File: src/rtl/amh_pkg.sv
package amh_pkg;

    localparam int MAX_BINS_DEF = 2048;
    localparam int COUNT_BITS_DEF = 32;

    localparam int KIND_W = 2;
    localparam int SAMPLE_W = 16;
    localparam int SELECT_W = 11;
    localparam int CFG_W = 12;
    localparam int OUT_COUNT_W = 32;

    localparam logic [CFG_W-1:0] CFG_RESET = 12'd2048;

    localparam int PROD_W = SAMPLE_W + CFG_W;
    localparam int QBITS = CFG_W;
    localparam int STEP_W = $clog2(QBITS);

    typedef enum logic [KIND_W-1:0] {
        KIND_START   = 2'd0,
        KIND_MEASURE = 2'd1,
        KIND_ACCUM   = 2'd2,
        KIND_READ    = 2'd3
    } kind_t;

    typedef enum logic [2:0] {
        ST_CLEAR,
        ST_IDLE,
        ST_DIV_INIT,
        ST_DIV_STEP,
        ST_ACC_READ,
        ST_ACC_WRITE,
        ST_READ_OUT
    } state_t;

    typedef struct packed {
        logic clr_max;
        logic upd_max;
        logic load_acc;
        logic div_init;
        logic div_step;
        logic rd_sel;
        logic mem_clear;
        logic mem_incr;
        logic out_load;
    } amh_cmd_t;

    typedef struct packed {
        logic max_zero;
        logic sample_ge;
        logic clr_last;
    } amh_status_t;

endpackage

File: src/rtl/amh_ctrl.sv
module amh_ctrl
(
    input  logic                  clk,
    input  logic                  rst_n,
    input  logic                  start,
    input  logic [1:0]            kind,
    input  amh_pkg::amh_status_t  status,
    output amh_pkg::amh_cmd_t     cmd,
    output logic                  busy
);

    amh_pkg::state_t                  state_reg;
    amh_pkg::state_t                  state_next;
    logic [amh_pkg::STEP_W-1:0]       step_reg;
    logic [amh_pkg::STEP_W-1:0]       step_next;
    amh_pkg::kind_t                   kind_code;

    assign kind_code = amh_pkg::kind_t'(kind);
    assign busy = (state_reg != amh_pkg::ST_IDLE);

    always_ff @(posedge clk or negedge rst_n)
    begin
        if (!rst_n)
        begin
            state_reg <= amh_pkg::ST_CLEAR;
            step_reg  <= '0;
        end
        else
        begin
            state_reg <= state_next;
            step_reg  <= step_next;
        end
    end

    always_comb
    begin
        state_next = state_reg;
        step_next  = step_reg;
        cmd        = '0;
        unique case (state_reg)
            amh_pkg::ST_CLEAR:
            begin
                cmd.mem_clear = 1'b1;
                if (status.clr_last)
                begin
                    state_next = amh_pkg::ST_IDLE;
                end
            end
            amh_pkg::ST_IDLE:
            begin
                if (start)
                begin
                    unique case (kind_code)
                        amh_pkg::KIND_START:
                        begin
                            cmd.clr_max = 1'b1;
                            state_next  = amh_pkg::ST_CLEAR;
                        end
                        amh_pkg::KIND_MEASURE:
                        begin
                            cmd.upd_max = 1'b1;
                        end
                        amh_pkg::KIND_ACCUM:
                        begin
                            if (!status.max_zero)
                            begin
                                cmd.load_acc = 1'b1;
                                state_next   = amh_pkg::ST_DIV_INIT;
                            end
                        end
                        amh_pkg::KIND_READ:
                        begin
                            cmd.rd_sel = 1'b1;
                            state_next = amh_pkg::ST_READ_OUT;
                        end
                        default:
                        begin
                            state_next = amh_pkg::ST_IDLE;
                        end
                    endcase
                end
            end
            amh_pkg::ST_DIV_INIT:
            begin
                cmd.div_init = 1'b1;
                step_next    = '0;
                if (status.sample_ge)
                begin
                    state_next = amh_pkg::ST_ACC_READ;
                end
                else
                begin
                    state_next = amh_pkg::ST_DIV_STEP;
                end
            end
            amh_pkg::ST_DIV_STEP:
            begin
                cmd.div_step = 1'b1;
                step_next    = step_reg + 1'b1;
                if (step_reg == amh_pkg::STEP_W'(amh_pkg::QBITS - 1))
                begin
                    state_next = amh_pkg::ST_ACC_READ;
                end
            end
            amh_pkg::ST_ACC_READ:
            begin
                state_next = amh_pkg::ST_ACC_WRITE;
            end
            amh_pkg::ST_ACC_WRITE:
            begin
                cmd.mem_incr = 1'b1;
                state_next   = amh_pkg::ST_IDLE;
            end
            amh_pkg::ST_READ_OUT:
            begin
                cmd.out_load = 1'b1;
                state_next   = amh_pkg::ST_IDLE;
            end
            default:
            begin
                state_next = amh_pkg::ST_IDLE;
            end
        endcase
    end

endmodule

File: config.mk
export PLATFORM = sky130hd
export DESIGN_NAME = amh_ctrl
export DESIGN_NICKNAME = d
export VERILOG_FILES = /design/src/rtl/amh_pkg.sv /design/src/rtl/amh_ctrl.sv
export SDC_FILE = /design/constraint.sdc
export NUM_CORES = 1
export LEC_CHECK = 0
export BUFFER_PORTS_ARGS = -buffer_cell sky130_fd_sc_hd__buf_2
export CORE_AREA = 2 2 39 41
export CTS_CLUSTER_DIAMETER = 120
export DETAILED_ROUTE_END_ITERATION = 7
export DIE_AREA = 0 0 41 43
export GPL_TIMING_DRIVEN = 0
export MAX_ROUTING_LAYER = met4
export PLACE_DENSITY = 0.67
export SYNTH_ARGS = -nofsm -noshare
export SYNTH_HDL_FRONTEND = slang
export SYNTH_SLANG_ARGS = --single-unit
File: constraint.sdc
create_clock -name clk -period 1.18 [get_ports clk]
set_input_delay 0.059 -clock clk [delete_from_list [all_inputs] [get_ports clk]]
set_output_delay 0.059 -clock clk [all_outputs]
set_load 0.05 [all_outputs]
==> metrics.md <==
| Metric | Value |
|---|---|
| Filler Cells Inserted | 106 |
| H-tree levels | 1 |
| HP Class | input pin to flop |
| Post-route cell area | 920 um^2 |
| Die Ht | 43 um |
| First-pass GRT wire length | 2.24 mm |
| Via count | 585 |
| Vias per cell | 5.37 |
| Antenna cells | 0 |
| Placement Rows | 14 |
| Delay of the slowest critical-path stage | 430 ps |
| Gp weighted congestion | 0.674 |
| Cell Pwr Density | 2500 nW/um^2 |
| Worst EP required | 1120 ps |
| Setup tns final | -1590 ps |
| Syn Nets | 78 |
| Avg Cell Area, Syn | 8.43 um^2 |
| Pleak | 0.457 nW |
| Worst rel slew slack | 0.818 |
| Final Critical Period | 1410 ps |
| Gr ovfl total | 0 |
| Final net count | 107 |
| Max reg flops | 4 |
| Core area | 1380 um^2 |
| Status | finished, violations left |
| Initial antenna violation count | 0 |
| Yosys warnings | 0 |
| Antenna-violating nets left | 0 |
| Clock Pin Slew Worst Setup and Hold Paths | 60 ps |
| Slew @ Worst Pin | 266 ps |
| Die ar. | 1760 um^2 |
| Final Hold Violating Endpoints | 0 |
| Synth Register Bits | 7 |
| Critical path fanouts, max | 5 |
| CTS tree | yes |
| Area occupied by multi-input gates | 417 um^2 |
| Skew-Pair Late Insertion Delay | 260 ps |
| CP endpoint kind | output pin |
| Final Skew | 3.38 ps |
| Routed WL | 1.44 mm |
| Syn Inst Count | 65 |
| Horiz. Die Dim | 41 um |
| Critical path class | flop to output pin |
| CTS Buffer Depth | 2 |
| Final worst slack | -232 ps |
| Mapped Area | 548 um^2 |
| Sequential fraction of the synthesis area | 0.320 |
| Failing checks | negative setup slack |
| Num CTS Buffers | 3 |
| Tot GR Track Use | 0.192 |
| Critical path, cell by cell | nor2_2 > and3_4 > and3b_2 > buf_8 |
| First-pass iteration count of the detailed router | 4 |
| WL per Instance | 13.2 um |
| Fraction of layout cells with a size suffix above 1 | 0.452 |
| Initial Util | 0.396 |
| Max VDD drop | 1.39 mV |
| RSZ-0062 raised after global routing | true |
| Placed Area | 681 um^2 |
| IO Count | 18 |
| Slowest stage cell on the critical path | dfrtp_2 |
| Core Util, Final | 0.665 |
| Fmax | 0.708 GHz |
| Crit path launch type | flop |
| Total Power | 2.30 mW |
| Post-route DRC | 0 |
| Hold Path Depth | 3 |
| Vias in the first global route | 541 |
| 1st-iter DRT viols | 3 |
| Buffers on Ports | 17 |
| Clock Sinks | 7 |
| Total area of sequential cells | 176 um^2 |
| Hpwl dp | 905 um |
| Worst EP arrival | 1350 ps |
| Netlist cell types | 26 |
| Layout area overhead | 67.8% |
| Final Setup Violations | 14 |
| Max Cap Violations | 0 |
| Clk Tree Root Cell | clkbuf_4 |
| Fin crit share | 1.20 |
| Worst Reg2Reg Path Length in Cells | 5 |
| Slew Viols, Final | 0 |
| Pin count of the biggest net entering global routing | 11 |
area by class of cell:
| class | instances | share of cell area |
|---|---|---|
| Buffer | 3 | 0.0395 |
| Clock buffer | 4 | 0.0286 |
| Inverter | 5 | 0.0204 |
| Multi-Input combinational cell | 50 | 0.453 |
| Sequential cell | 7 | 0.192 |
| Tap cell | 16 | 0.0218 |
| Timing Repair Buffer | 24 | 0.245 |
stage by stage:
stage	hold WS, ps	instances	worst slack (ps)
2_1_floorplan	-237	65	-84.5
3_3_place_gp	-98.3	98	-138
3_5_place_dp	-94.7	98	-134
4_1_cts	109	109	-225
5_1_grt	115	109	-297
6_report	111	109	-232
placed cells by master (no fill, tap or decap):
cell and count:
a211o_1 2, a21oi_2 1, a31o_1 1, a32oi_1 1
and2_1 3, and3_4 2, and3b_2 1, and4_1 1
buf_2 7, buf_4 3, buf_6 12, buf_8 3
clkbuf_1 1, clkbuf_4 3, clkbuf_8 1, dfrtp_1 6
dfrtp_2 1, dlygate4sd3_1 1, ha_1 5, inv_1 5
mux2i_1 3, nand2_1 7, nand2_4 1, nand2b_4 1
nand3_1 1, nand3b_1 2, nor2_1 2, nor2_2 2
nor3_4 1, nor3b_4 3, o21ai_0 5, o21ai_1 2
o311ai_1 1, or3_1 2
routing by layer:
| layer | track usage | share of wire |
|---|---|---|
| met5 | - | 0 |
| met4 | 0.100 | 0.010 |
| met3 | 0.0314 | 0.035 |
| met2 | 0.297 | 0.52 |
| met1 | 0.228 | 0.43 |
repair_timing:
| item | in CTS | in global routing |
|---|---|---|
| endpoints found under the hold margin | 7 | 0 |
| gates resized for setup | 36 | 8 |
| hold buffers | 1 | 0 |
| endpoints found under the setup margin | 14 | 15 |
| setup buffers | 6 | 1 |
| cloned | 0 | 0 |
| pin swaps | 10 | 2 |
critical path, delay by kind of cell (launching register included):
family,cells,cell delay [ps]
buf+inv,1,140
simple gates,3,510
flops,1,430
logic make-up after synthesis:
logic type	Yosys count	synth area share
simple gates	29	0.294
compound gates	13	0.153
buf+inv	8	0.0639
flops	7	0.320
fa+ha+maj	5	0.114
mux	3	0.0548
path summary, 6_finish.rpt:
| path | start | endpoint | slack (ps) |
|---|---|---|---|
| max | state_reg[2]$_DFFE_PN0P_ | cmd[6] | -230 |
| min | start | state_reg[1]$_DFFE_PN0P_ | 110 |
| max reg2reg | state_reg[1]$_DFFE_PN0P_ | state_reg[2]$_DFFE_PN0P_ | -110 |
| min reg2reg | step_reg[1]$_DFFE_PN0P_ | step_reg[1]$_DFFE_PN0P_ | 540 |
| max in group asynchronous | rst_n | state_reg[2]$_DFFE_PN0P_ | 840 |
| min in group asynchronous | rst_n | step_reg[0]$_DFFE_PN0P_ | 160 |
power by group:
| group | internal [mW] | switching [mW] |
|---|---|---|
| clock | 0.130 | 0.0996 |
| combinational | 0.742 | 0.885 |
| sequential | 0.336 | 0.107 |
| total | 1.21 | 1.09 |
Yosys cell counts:
master    n  area (um^2)
a21oi_1   1         5.00
and2_1    3         18.8
a32oi_1   1         8.76
nor2_1    4         15.0
clkbuf_1  1         3.75
buf_4     1         7.51
o21ai_1   2         10.0
nor3_1    1         5.00
nand3_1   1         5.00
nand2b_1  1         6.26
mux2i_1   3         30.0
buf_2     1         5.00
and3_1    2         12.5
o311ai_1  1         8.76
o21ai_0   5         25.0
a211o_1   2         17.5
inv_1     5         18.8
nand2_1   8         30.0
and3b_2   1         10.0
and4_1    1         8.76
nor3b_1   3         22.5
ha_1      5         62.6
or3_1     2         12.5
dfrtp_1   7          175
nand3b_1  2         15.0
a31o_1    1         8.76
Power figures use the tool's default switching activity.
